==> src/rtl/ax25ufb_pkg.sv <==
package ax25ufb_pkg;

    // frame delimiter, address field and fcs constants
    localparam logic [7:0] FLAG_BYTE   = 8'h7E;
    localparam logic [7:0] SSID_BASE   = 8'h60;
    localparam logic [7:0] SPACE_CHAR  = 8'h20;
    localparam logic [7:0] LOWER_A     = 8'h61;
    localparam logic [7:0] LOWER_Z     = 8'h7A;
    localparam logic [7:0] CASE_OFFSET = 8'h20;
    localparam logic [15:0] FCS_INVERT = 16'hFFFF;

    // register map indexes
    localparam logic [2:0] REG_DEST_CALL = 3'd0;
    localparam logic [2:0] REG_DEST_SSID = 3'd1;
    localparam logic [2:0] REG_SRC_CALL  = 3'd2;
    localparam logic [2:0] REG_SRC_SSID  = 3'd3;
    localparam logic [2:0] REG_CONTROL   = 3'd4;
    localparam logic [2:0] REG_PID       = 3'd5;
    localparam logic [2:0] REG_CRC_POLY  = 3'd6;
    localparam logic [2:0] REG_CRC_SEED  = 3'd7;

    // register reset values
    localparam logic [47:0] DEST_CALL_RST = 48'd73870815846432;
    localparam logic [3:0]  DEST_SSID_RST = 4'd0;
    localparam logic [47:0] SRC_CALL_RST  = 48'd35322350018592;
    localparam logic [3:0]  SRC_SSID_RST  = 4'd1;
    localparam logic [7:0]  CONTROL_RST   = 8'd3;
    localparam logic [7:0]  PID_RST       = 8'd240;
    localparam logic [15:0] CRC_POLY_RST  = 16'd33800;
    localparam logic [15:0] CRC_SEED_RST  = 16'd65535;

    // byte positions within one frame
    localparam logic [4:0] POS_FLAG_OPEN  = 5'd0;
    localparam logic [4:0] POS_DEST       = 5'd1;
    localparam logic [4:0] POS_DEST_END   = 5'd6;
    localparam logic [4:0] POS_DEST_SSID  = 5'd7;
    localparam logic [4:0] POS_SRC        = 5'd8;
    localparam logic [4:0] POS_SRC_END    = 5'd13;
    localparam logic [4:0] POS_SRC_SSID   = 5'd14;
    localparam logic [4:0] POS_CTRL       = 5'd15;
    localparam logic [4:0] POS_PID        = 5'd16;
    localparam logic [4:0] POS_INFO       = 5'd17;
    localparam logic [4:0] POS_FCS_LO     = 5'd18;
    localparam logic [4:0] POS_FCS_HI     = 5'd19;
    localparam logic [4:0] POS_FLAG_CLOSE = 5'd20;

endpackage

==> src/rtl/ax25_ui_frame_builder.sv <==
// an accepted input transaction goes to the held item registers; its bytes are then
// loaded into the output register, one output byte per cycle while m_tready allows
// (17 header bytes on the first item, one info byte, 3 closing bytes)
// the output register sets the pace: the next item is taken as the current one's
// last byte is loaded, and a dropped item with no output is taken without going busy
// reset: asynchronous active-low rst_n clears control state and loads register defaults
module ax25_ui_frame_builder #(
    parameter int MAX_INFO_LEN = 256
) (
    input  logic        clk,
    input  logic        rst_n,
    // configuration port
    input  logic        psel,
    input  logic        penable,
    input  logic        pwrite,
    input  logic [5:0]  paddr,
    input  logic [63:0] pwdata,
    output logic [63:0] prdata,
    output logic        pready,
    // information byte stream
    input  logic        s_tvalid,
    output logic        s_tready,
    input  logic [7:0]  s_tdata,   // [7:0] info_byte
    input  logic        s_tlast,   // last_byte
    // frame byte stream
    output logic        m_tvalid,
    input  logic        m_tready,
    output logic [7:0]  m_tdata,   // [7:0] out_byte
    output logic        m_tlast,   // run_last
    output logic [1:0]  m_tuser    // [0] frame_end, [1] overflow
);
    import ax25ufb_pkg::*;

    localparam int CW = $clog2(MAX_INFO_LEN + 1);

    // crc over one byte, reflected, eight shift steps
    function automatic logic [15:0] crc_feed(input logic [15:0] crc, input logic [7:0] b,
                                             input logic [15:0] poly);
        logic [15:0] c;
        c = crc ^ {8'h00, b};
        for (int k = 0; k < 8; k++) begin
            if (c[0])
                c = (c >> 1) ^ poly;
            else
                c = c >> 1;
        end
        return c;
    endfunction

    // callsign to six address bytes: upper case, spaces from a zero char on, shifted left
    function automatic logic [5:0][7:0] encode_call(input logic [47:0] cs);
        logic [5:0][7:0] res;
        logic            ended;
        logic [7:0]      ch;
        ended = 1'b0;
        for (int i = 0; i < 6; i++) begin
            ch = cs[47 - 8*i -: 8];
            if (ended || ch == 8'h00) begin
                ended = 1'b1;
                ch    = SPACE_CHAR;
            end
            if (ch >= LOWER_A && ch <= LOWER_Z)
                ch = ch - CASE_OFFSET;
            res[i] = {ch[6:0], 1'b0};
        end
        return res;
    endfunction

    // configuration registers
    logic [47:0] dest_call_reg;
    logic [3:0]  dest_ssid_reg;
    logic [47:0] src_call_reg;
    logic [3:0]  src_ssid_reg;
    logic [7:0]  control_reg;
    logic [7:0]  pid_reg;
    logic [15:0] crc_poly_reg;
    logic [15:0] crc_seed_reg;

    logic       cfg_wr;
    logic [2:0] cfg_idx;

    assign pready  = 1'b1;
    assign cfg_idx = paddr[5:3];
    assign cfg_wr  = psel && penable && pwrite && pready;

    // register write
    always_ff @(posedge clk or negedge rst_n)
    begin
        if (!rst_n)
        begin
            dest_call_reg <= DEST_CALL_RST;
            dest_ssid_reg <= DEST_SSID_RST;
            src_call_reg  <= SRC_CALL_RST;
            src_ssid_reg  <= SRC_SSID_RST;
            control_reg   <= CONTROL_RST;
            pid_reg       <= PID_RST;
            crc_poly_reg  <= CRC_POLY_RST;
            crc_seed_reg  <= CRC_SEED_RST;
        end
        else if (cfg_wr)
        begin
            unique case (cfg_idx)
                REG_DEST_CALL: dest_call_reg <= pwdata[47:0];
                REG_DEST_SSID: dest_ssid_reg <= pwdata[3:0];
                REG_SRC_CALL:  src_call_reg  <= pwdata[47:0];
                REG_SRC_SSID:  src_ssid_reg  <= pwdata[3:0];
                REG_CONTROL:   control_reg   <= pwdata[7:0];
                REG_PID:       pid_reg       <= pwdata[7:0];
                REG_CRC_POLY:  crc_poly_reg  <= pwdata[15:0];
                REG_CRC_SEED:  crc_seed_reg  <= pwdata[15:0];
                default: ;
            endcase
        end
    end

    // register read
    always_comb
    begin
        unique case (cfg_idx)
            REG_DEST_CALL: prdata = {16'h0000, dest_call_reg};
            REG_DEST_SSID: prdata = {60'd0, dest_ssid_reg};
            REG_SRC_CALL:  prdata = {16'h0000, src_call_reg};
            REG_SRC_SSID:  prdata = {60'd0, src_ssid_reg};
            REG_CONTROL:   prdata = {56'd0, control_reg};
            REG_PID:       prdata = {56'd0, pid_reg};
            REG_CRC_POLY:  prdata = {48'd0, crc_poly_reg};
            REG_CRC_SEED:  prdata = {48'd0, crc_seed_reg};
            default:       prdata = 64'd0;
        endcase
    end

    // frame state
    logic          in_frame_reg, in_frame_next;
    logic [CW-1:0] info_count_reg, info_count_next;
    logic          dropped_reg, dropped_next;
    logic [15:0]   crc_reg, crc_next;

    // held item
    logic       busy_reg, busy_next;
    logic [4:0] pos_reg, pos_next;
    logic [7:0] item_byte_reg;
    logic       item_last_reg;
    logic       item_info_reg;
    logic       item_ov_reg;

    // output register
    logic       m_tvalid_reg;
    logic [7:0] out_byte_reg, out_byte_next;
    logic       run_last_reg;
    logic       frame_end_reg, frame_end_next;
    logic       overflow_reg, overflow_next;

    logic          slot_free, emit, final_pos, s_fire;
    logic          first, drop, base_drop, feed;
    logic [CW-1:0] base_count;
    logic [4:0]    start_pos, adv_pos;
    logic [5:0][7:0] dest_bytes, src_bytes;
    logic [2:0]    dest_idx, src_idx;
    logic [15:0]   fcs;

    assign dest_bytes = encode_call(dest_call_reg);
    assign src_bytes  = encode_call(src_call_reg);
    assign dest_idx   = 3'(pos_reg - POS_DEST);
    assign src_idx    = 3'(pos_reg - POS_SRC);
    assign fcs        = crc_reg ^ FCS_INVERT;

    // handshake
    assign slot_free = !m_tvalid_reg || m_tready;
    assign emit      = busy_reg && slot_free;
    assign s_tready  = !busy_reg || (emit && final_pos);
    assign s_fire    = s_tvalid && s_tready;

    // position sequencing of the held item
    always_comb
    begin
        final_pos = 1'b0;
        adv_pos   = pos_reg + 5'd1;
        case (pos_reg)
            POS_PID:
            begin
                if (item_info_reg)
                    adv_pos = POS_INFO;
                else if (item_last_reg)
                    adv_pos = POS_FCS_LO;
                else
                    final_pos = 1'b1;
            end
            POS_INFO:       final_pos = !item_last_reg;
            POS_FLAG_CLOSE: final_pos = 1'b1;
            default: ;
        endcase
    end

    // byte selection and crc update
    always_comb
    begin
        out_byte_next  = FLAG_BYTE;
        frame_end_next = 1'b0;
        overflow_next  = 1'b0;
        feed           = 1'b0;
        crc_next       = crc_reg;
        case (pos_reg) inside
            POS_FLAG_OPEN:  crc_next = crc_seed_reg;
            [POS_DEST:POS_DEST_END]:
            begin
                out_byte_next = dest_bytes[dest_idx];
                feed          = 1'b1;
            end
            POS_DEST_SSID:
            begin
                out_byte_next = SSID_BASE | {3'b000, dest_ssid_reg, 1'b0};
                feed          = 1'b1;
            end
            [POS_SRC:POS_SRC_END]:
            begin
                out_byte_next = src_bytes[src_idx];
                feed          = 1'b1;
            end
            POS_SRC_SSID:
            begin
                out_byte_next = SSID_BASE | {3'b000, src_ssid_reg, 1'b1};
                feed          = 1'b1;
            end
            POS_CTRL:
            begin
                out_byte_next = control_reg;
                feed          = 1'b1;
            end
            POS_PID:
            begin
                out_byte_next = pid_reg;
                feed          = 1'b1;
            end
            POS_INFO:
            begin
                out_byte_next = item_byte_reg;
                feed          = 1'b1;
            end
            POS_FCS_LO:     out_byte_next = fcs[7:0];
            POS_FCS_HI:     out_byte_next = fcs[15:8];
            POS_FLAG_CLOSE:
            begin
                frame_end_next = 1'b1;
                overflow_next  = item_ov_reg;
            end
            default: ;
        endcase
        if (feed)
            crc_next = crc_feed(crc_reg, out_byte_next, crc_poly_reg);
    end

    // frame bookkeeping at input transaction
    always_comb
    begin
        first      = !in_frame_reg;
        base_count = first ? '0 : info_count_reg;
        base_drop  = first ? 1'b0 : dropped_reg;
        drop       = (first && s_tlast) || (base_count >= CW'(MAX_INFO_LEN));
        if (first)
            start_pos = POS_FLAG_OPEN;
        else if (!drop)
            start_pos = POS_INFO;
        else
            start_pos = POS_FCS_LO;

        in_frame_next   = in_frame_reg;
        info_count_next = info_count_reg;
        dropped_next    = dropped_reg;
        busy_next       = busy_reg && !(emit && final_pos);
        pos_next        = emit ? adv_pos : pos_reg;
        if (s_fire)
        begin
            in_frame_next   = !s_tlast;
            info_count_next = s_tlast ? '0 : (drop ? base_count : base_count + CW'(1));
            dropped_next    = s_tlast ? 1'b0 : (base_drop | drop);
            busy_next       = first || !drop || s_tlast;
            pos_next        = start_pos;
        end
    end

    // control state
    always_ff @(posedge clk or negedge rst_n)
    begin
        if (!rst_n)
        begin
            in_frame_reg   <= 1'b0;
            info_count_reg <= '0;
            dropped_reg    <= 1'b0;
            crc_reg        <= 16'h0000;
            busy_reg       <= 1'b0;
            pos_reg        <= POS_FLAG_OPEN;
            m_tvalid_reg   <= 1'b0;
        end
        else
        begin
            in_frame_reg   <= in_frame_next;
            info_count_reg <= info_count_next;
            dropped_reg    <= dropped_next;
            busy_reg       <= busy_next;
            pos_reg        <= pos_next;
            if (emit)
                crc_reg <= crc_next;
            if (slot_free)
                m_tvalid_reg <= busy_reg;
        end
    end

    // item and output payload
    always_ff @(posedge clk)
    begin
        if (s_fire)
        begin
            item_byte_reg <= s_tdata;
            item_last_reg <= s_tlast;
            item_info_reg <= !drop;
            item_ov_reg   <= s_tlast && (base_drop | drop);
        end
        if (emit)
        begin
            out_byte_reg  <= out_byte_next;
            run_last_reg  <= final_pos;
            frame_end_reg <= frame_end_next;
            overflow_reg  <= overflow_next;
        end
    end

    assign m_tvalid = m_tvalid_reg;
    assign m_tdata  = out_byte_reg;
    assign m_tlast  = run_last_reg;
    assign m_tuser  = {overflow_reg, frame_end_reg};

    // checks
    a_stall_blocks_input: assert property (@(posedge clk) disable iff (!rst_n)
        (busy_reg && m_tvalid_reg && !m_tready) |-> !s_tready)
        else $error("input taken while output stalled");

    a_frame_end_last: assert property (@(posedge clk) disable iff (!rst_n)
        (m_tvalid && m_tuser[0]) |-> m_tlast)
        else $error("closing flag not marked as last byte of the transaction");

    a_overflow_on_close: assert property (@(posedge clk) disable iff (!rst_n)
        (m_tvalid && m_tuser[1]) |-> m_tuser[0])
        else $error("overflow flagged outside the closing flag");

    a_pos_range: assert property (@(posedge clk) disable iff (!rst_n)
        busy_reg |-> (pos_reg <= POS_FLAG_CLOSE))
        else $error("byte position out of frame range");

    a_last_closes_frame: assert property (@(posedge clk) disable iff (!rst_n)
        (s_fire && s_tlast) |=> (!in_frame_reg && info_count_reg == '0 && busy_reg))
        else $error("last byte did not close the frame");

endmodule
==> config.mk <==
export PLATFORM = sky130hd
export DESIGN_NAME = ax25_ui_frame_builder
export DESIGN_NICKNAME = d
export VERILOG_FILES = /design/src/rtl/ax25ufb_pkg.sv /design/src/rtl/ax25_ui_frame_builder.sv
export SDC_FILE = /design/constraint.sdc
export NUM_CORES = 1
export LEC_CHECK = 0
export ABC_CLOCK_PERIOD_IN_PS = 7200
export BUFFER_PORTS_ARGS = -buffer_cell sky130_fd_sc_hd__buf_2
export CAP_MARGIN = 15
export CORE_AREA = 3 3 163 165
export DETAILED_ROUTE_END_ITERATION = 10
export DIE_AREA = 0 0 166 168
export PLACE_DENSITY = 0.74
export RECOVER_POWER = 25
export SETUP_SLACK_MARGIN = 0.05
export SYNTH_ARGS = -nofsm -noshare
export SYNTH_HDL_FRONTEND = slang
export SYNTH_SLANG_ARGS = --single-unit
==> constraint.sdc <==
create_clock -name clk -period 7.2 [get_ports clk]
set_input_delay 0.72 -clock clk [delete_from_list [all_inputs] [get_ports clk]]
set_output_delay 0.72 -clock clk [all_outputs]
set_load 0.005 [all_outputs]
==> results of run 1 <==
-- cells in the mapped netlist (12+ instances only) --
library cell	n	area share, %
a21oi_1	75	2.6
a22o_1	32	1.9
a22oi_1	12	0.63
a31oi_1	18	0.78
buf_2	15	0.52
buf_4	21	1.1
clkbuf_1	69	1.8
dfrtp_1	133	23
dfstp_2	53	9.7
edfxtp_1	22	4.6
inv_1	27	0.70
mux2_2	146	11
mux2i_1	42	2.9
nand2_1	160	4.2
nand2b_1	19	0.83
nand3_1	34	1.2
nor2_1	86	2.2
nor2b_1	20	0.87
nor3_1	27	0.94
nor4_1	22	0.96
o21ai_0	76	2.6
o21ai_1	12	0.42
o22ai_1	15	0.65
or3_1	13	0.57
xnor2_1	54	3.3
xnor3_1	21	3.3
xor2_1	17	1.0
-- worst reg2reg max path: stages, from the launching register on --
cell	delay [ns]
dfrtp_1	0.67
inv_1	0.18
ha_1	0.47
or2_1	0.49
o31ai_1	0.43
o211a_2	0.30
nor4_1	0.07
o32ai_1	0.50
and3b_1	0.32
o32ai_1	0.37
a31oi_1	0.13
o211ai_1	0.67
buf_4	0.32
o211ai_1	0.11
nand3_1	0.13
xnor2_1	0.13
or3_1	0.36
buf_4	0.22
nand3_1	0.11
xnor3_1	0.42
o21ai_1	0.15
-- area by class of cell --
cell class | count | share of cell area, %
clock buffers | 34 | 3.93
clock inverters | 6 | 0.441
repair buffers | 157 | 5.52
inverters | 31 | 0.732
flip-flops and latches | 208 | 33.9
well taps | 330 | 2.60
multi-input cells | 1136 | 52.9
-- per-layer routing --
metal / global-route usage (%) / part of all wire [%]
met2: 49.6 / 47
met5: 0 / 0.027
met3: 4.60 / 8.8
met4: 9.22 / 3.6
met1: 41.5 / 41
-- final timing paths --
kind	cells past startpoint	from	slack (ns)	to
min reg2reg	2	crc_reg[15]	0.49	crc_reg[15]
max in group asynchronous	2	rst_n	1.55	pos_reg[0]
max reg2reg	20	pos_reg[1]	0.56	crc_reg[7]
min in group asynchronous	1	rst_n	2.36	dest_call_reg[31]
min	1	s_tdata[0]	0.37	item_byte_reg[0]
max	20	pos_reg[1]	0.56	crc_reg[7]
-- kinds of logic after synthesis --
| kind of cell | Yosys count | share of synthesized area, % |
|---|---|---|
| compound gates | 370 | 18.0 |
| other cells | 2 | 0.0522 |
| fa+ha+maj | 7 | 0.609 |
| simple gates | 452 | 15.7 |
| xor+xnor | 96 | 8.17 |
| flops | 208 | 37.4 |
| buf+inv | 146 | 4.70 |
| mux | 194 | 15.3 |
-- placed cells by master (no fill, tap or decap), drive strengths merged, types with 20 or more instances in the layout --
cell | synthesis | routed
dfrtp | 133 | 133
nor2b | 20 | 20
nand3 | 40 | 40
xnor3 | 21 | 21
xnor2 | 55 | 55
buf | 46 | 155
edfxtp | 22 | 22
a21oi | 76 | 76
nor2 | 86 | 86
mux2i | 42 | 42
nand2 | 160 | 160
nor4 | 22 | 22
a22o | 32 | 32
dfstp | 53 | 53
mux2 | 146 | 146
nor3 | 28 | 28
o21ai | 89 | 89
inv | 28 | 29
clkbuf | 69 | 36
-- stage by stage --
| stage | hold WS, ns | cell area (um^2) | worst slack (ns) | utilization, % | cells |
|---|---|---|---|---|---|
| 2_1_floorplan | 0.424 | 14400 | 1.41 | - | 1490 |
| 3_3_place_gp | 0.470 | 15200 | 0.794 | 60.3 | 1861 |
| 3_5_place_dp | 0.476 | 15200 | 0.653 | 60.3 | 1861 |
| 4_1_cts | 0.372 | 15900 | 0.630 | 63.0 | 1901 |
| 5_1_grt | 0.369 | 15900 | 0.143 | 63.1 | 1902 |
| 6_report | 0.373 | 15900 | 0.557 | 63.1 | 1902 |
==> results.tsv, run 1 <==
stage	metric	value	unit
outcome	status	finished, violations left	
outcome	failing checks	max-capacitance violations, max-slew violations	
worst_setup_path	Worst Path Buf+Inv	3	
worst_setup_path	crit-path leading delay family	compound AO/OA/AOI/OAI gates	
yosys	Synth warnings	0	
drt	total number of vias	12560	
drt	wirelength, routed	43.8	mm
timing	Slew @ Worst Pin	5.86	ns
timing	setup total negative slack	0	ns
clocking	CTS tree	done	
global_routing	total gr overflow	0	
clocking	Post-CTS Hold Buffers	0	
drt	DR WL/cell	23.0	um
yosys	Mapped Area	14400	um^2
global_routing	first-pass GRT wire length	67.8	mm
hold_path	Hold Path Class	in2reg	
yosys	Post-synth EDFFs	22	
yosys	Synth Flop Type	dfrtp_1	
floorplan	I/O pins	164	
worst_setup_path	Worst setup EP type	flip-flop	
clocking	maximum buffer depth of the clock tree	3	
timing	Final Max Tran Viols	110	
worst_setup_path	CP Launch Type	flip-flop	
drt	DRT Pass-1 Iters	5	
clocking	clk_lat worst skew	0.52	ns
timing	Setup Skew	0.0162	ns
clocking	setup bufs post-CTS	0	
finish	share of layout cells above drive strength 1	27.6	%
floorplan	Die H	168	um
drt	drt drc	0	
drt	drt via density	6.60	
worst_setup_path	max incr delay on CP	0.67	ns
floorplan	Die X-Extent	166	um
placed_design	post-detail-place hpwl	31.6	mm
timing	Final min period	6.64	ns
yosys	Netlist cell types	100	
yosys	Seq cells post-synth	208	
finish	# diodes	0	
finish	# fillers	2128	
clocking	total clock sinks	208	
drt	first-iteration detailed-routing DRC count	1291	
timing	max_slew headroom	-291	%
global_routing	gr usage total	30.1	%
finish	FF/Latch Area	5380	um^2
timing	fmax	151	MHz
clocking	# resized after CTS	0	
placed_design	Port Buffers	127	
placed_design	GP Congestion	0.944	
clocking	clock-pin slew on the worst setup and hold paths	0.06	ns
worst_setup_path	critical setup path kind	reg2reg	
clocking	number of H-tree levels	1	
worst_setup_path	worst path required time	7.64	ns
drt	post-route ant nets	0	
worst_setup_path	worst-path maximum fanout	16	
yosys	post-synthesis sequential area ratio	37.4	%
timing	period utilization	92.3	%
worst_setup_path	CP Cell Sequence	inv_1, ha_1, or2_1, o31ai_1, o211a_2, nor4_1, o32ai_1, and3b_1, o32ai_1, a31oi_1, o211ai_1, buf_4, o211ai_1, nand3_1, xnor2_1, or3_1, buf_4, nand3_1, xnor3_1, o21ai_1	
yosys	Syn Area/Cell	9.75	um^2
flow_run	maxcap violations	1	
worst_setup_path	Worst path slowest cell	dfrtp_1	
yosys	ys async rst share	89.4	%
timing	setup violators final	0	
floorplan	die area	27900	um^2
finish	Multi-input gate area	8420	um^2
global_routing	largest net degree at the start of global routing	110	
global_routing	initial antenna violation count	1	
floorplan	initial core utilization	57.1	%
finish	Layout area overhead	10.6	%
timing	RSZ-0062 raised after global routing	false	
floorplan	Core Region	25200	um^2
clocking	CTS buffer count	22	
yosys	Mapped Cells	1475	
finish	Final #Nets	1649	
timing	final hold violation count	0	
floorplan	FP Rows	58	
global_routing	vias in the first global route	11872	
clocking	CTS root buffer	clkbuf_16	
worst_setup_path	arrival time worst endpoint	7.08	ns
Power of run 1 is left out: the tool's default activity adds up to more than one toggle a clock period on the data nets, which glitch-free logic cannot reach.
==> inputs of run 2 (changes only) <==
==> constraint.sdc (replaced) <==
create_clock -name clk -period 7.2 [get_ports clk]
set_input_delay 0.36 -clock clk [delete_from_list [all_inputs] [get_ports clk]]
set_output_delay 0.36 -clock clk [all_outputs]
set_load 0.005 [all_outputs]
==> run 2 against run 1 <==
The flow still finishes with violations (max-capacitance violations, max-slew violations). Final cell count up 0.26%. Critical path depth down 2. Global-route usage up 0.32 points. Register-to-register slack worse by 0.09 ns.
==> results.tsv, run 2 (same netlist as run 1, synthesis figures left out) <==
stage	metric	value	unit	change
outcome	status	finished, violations left		
outcome	failing checks	max-capacitance violations, max-slew violations		
drt	post-route ant nets	0		unchanged
floorplan	initial core utilization	57.1	%	unchanged
global_routing	gr usage total	30.4	%	+0.32 points
finish	highest-count cells in the layout ignoring fill and taps	nand2_1 (160), mux2_2 (146), dfrtp_1 (132)		
hold_path	Hold Path Class	in2reg		
finish	most common cell after layout, fill and taps aside	nand2_1		
placed_design	GP Congestion	0.992		+5.0%
floorplan	I/O pins	164		unchanged
finish	Layout area overhead	11.5	%	
worst_setup_path	Worst setup EP type	flip-flop		
timing	period utilization	93.6	%	+1.3 points
worst_setup_path	FF-to-FF path depth	18		-10%
drt	wirelength, routed	43.7	mm	-0.22%
hold_path	Worst Hold Endpoint	item_byte_reg[7]		
drt	drt via density	6.56		-0.65%
placed_design	post-detail-place hpwl	31.7	mm	+0.28%
timing	final hold violation count	0		unchanged
clocking	CTS root buffer	clkbuf_16		
finish	share of layout cells above drive strength 1	27.7	%	+0.057 points
global_routing	initial antenna violation count	1		unchanged
timing	setup total negative slack	0	ns	unchanged
worst_setup_path	Worst R2R End	crc_reg[13]		
worst_setup_path	worst path required time	7.62	ns	-0.02 ns
floorplan	Die H	168	um	unchanged
global_routing	largest net degree at the start of global routing	76		-31%
floorplan	die area	27900	um^2	unchanged
clocking	CTS tree	done		
timing	Final Max Tran Viols	123		+12%
clocking	total clock sinks	208		unchanged
clocking	number of H-tree levels	1		unchanged
drt	total number of vias	12511		-0.39%
placed_design	Port Buffers	127		unchanged
floorplan	FP Rows	58		unchanged
timing	Setup Skew	0.0139	ns	-0.00233 ns
timing	Slew @ Worst Pin	4.20	ns	-1.66 ns
drt	DRT Pass-1 Iters	5		unchanged
hold_path	hold path depth	1		unchanged
timing	max_slew headroom	-180	%	+110 points
hold_path	hold path startpoint	s_tdata[7]		
clocking	clock-pin slew on the worst setup and hold paths	0.07	ns	about the same
floorplan	Core Region	25200	um^2	unchanged
timing	setup violators final	0		unchanged
worst_setup_path	CP Launch Type	flip-flop		
timing	fmax	148	MHz	-1.4%
floorplan	Die X-Extent	166	um	unchanged
global_routing	first-pass GRT wire length	68.4	mm	+0.85%
global_routing	vias in the first global route	11913		+0.35%
global_routing	total gr overflow	0		unchanged
timing	Final min period	6.74	ns	+0.0940 ns
drt	first-iteration detailed-routing DRC count	1381		+7.0%
worst_setup_path	critical setup path kind	reg2reg		
flow_run	maxcap violations	2		+1
timing	RSZ-0062 raised after global routing	false		
finish	Final #Nets	1653		+0.24%
drt	drt drc	0		unchanged
clocking	CTS buffer count	22		unchanged
worst_setup_path	worst-path maximum fanout	16		unchanged
worst_setup_path	RR Startpoint	pos_reg[1]		
drt	DR WL/cell	22.9	um	-0.48%
worst_setup_path	FF-to-FF setup slack	0.46	ns	-0.09 ns
worst_setup_path	arrival time worst endpoint	7.16	ns	+0.08 ns
clocking	maximum buffer depth of the clock tree	3		unchanged
clocking	clk_lat worst skew	0.53	ns	about the same
==> run 2: how the worst max path moves through the flow <==
stage | start | end | slack (ns) | depth (start not counted)
floorplan | pos_reg[0] | crc_reg[0] | 1.41 | 24
global placement | pos_reg[1] | crc_reg[13] | 0.58 | 18
detailed placement | pos_reg[1] | crc_reg[13] | 0.41 | 18
CTS | pos_reg[1] | crc_reg[13] | 0.33 | 18
global route | pos_reg[1] | crc_reg[0] | 0.08 | 18
finish | pos_reg[1] | crc_reg[13] | 0.46 | 18
==> run 2: per-stage QoR <==
step / util, % / setup WS [ns] / std cells / hold slack, ns / area [um^2]
after floorplan: - / 1.41 / 1490 / 0.0644 / 14400
after global placement: 60.3 / 0.583 / 1861 / 0.415 / 15200
after detailed placement: 60.3 / 0.409 / 1861 / 0.426 / 15200
after CTS: 63.6 / 0.335 / 1902 / 0.00369 / 16000
after global routing: 63.7 / 0.0778 / 1907 / 0.00186 / 16000
final: 63.7 / 0.463 / 1907 / 0.0121 / 16000
==> run 2: timing repair <==
action	CTS	global route
setup buffers	0	4
hold endpoints to repair	48	0
hold buffers	1	0
endpoints found under the setup margin	0	12
gates resized for setup	0	0
==> run 2: worst max-delay path, stage by stage, from the launching register on <==
cell,delay [ns]
dfrtp_1,0.69
inv_1,0.20
ha_1,0.46
or2_1,0.46
o31ai_1,0.42
o211a_2,0.31
nor4_1,0.07
o32ai_1,0.60
and3_1,0.51
o221ai_2,0.22
and2_4,0.23
a31o_2,0.31
nor2_1,0.34
a21oi_1,0.14
o2bb2ai_1,0.21
xor3_1,0.60
nor2b_1,0.25
xnor3_1,0.34
a221oi_1,0.26
==> run 2: cell type report <==
cell class	instances	area (um^2)
multi-input combinational	1136	8400
sequential	208	5380
inverter	31	116
clock inverter	17	284
clock buffer	23	554
antenna	1	2.50
fill	2069	9150
timing repair buffer	161	880
tap	330	413
==> run 2: per-layer routing <==
layer	global-route usage (%)	vias up	share of wire [%]
met5	0	-	0
met3	3.17	105	7.8
li1	-	5610	-
met1	42.7	6150	41
met4	10.8	0	3.7
met2	49.6	646	47
Power of run 2 is left out for the same reason.
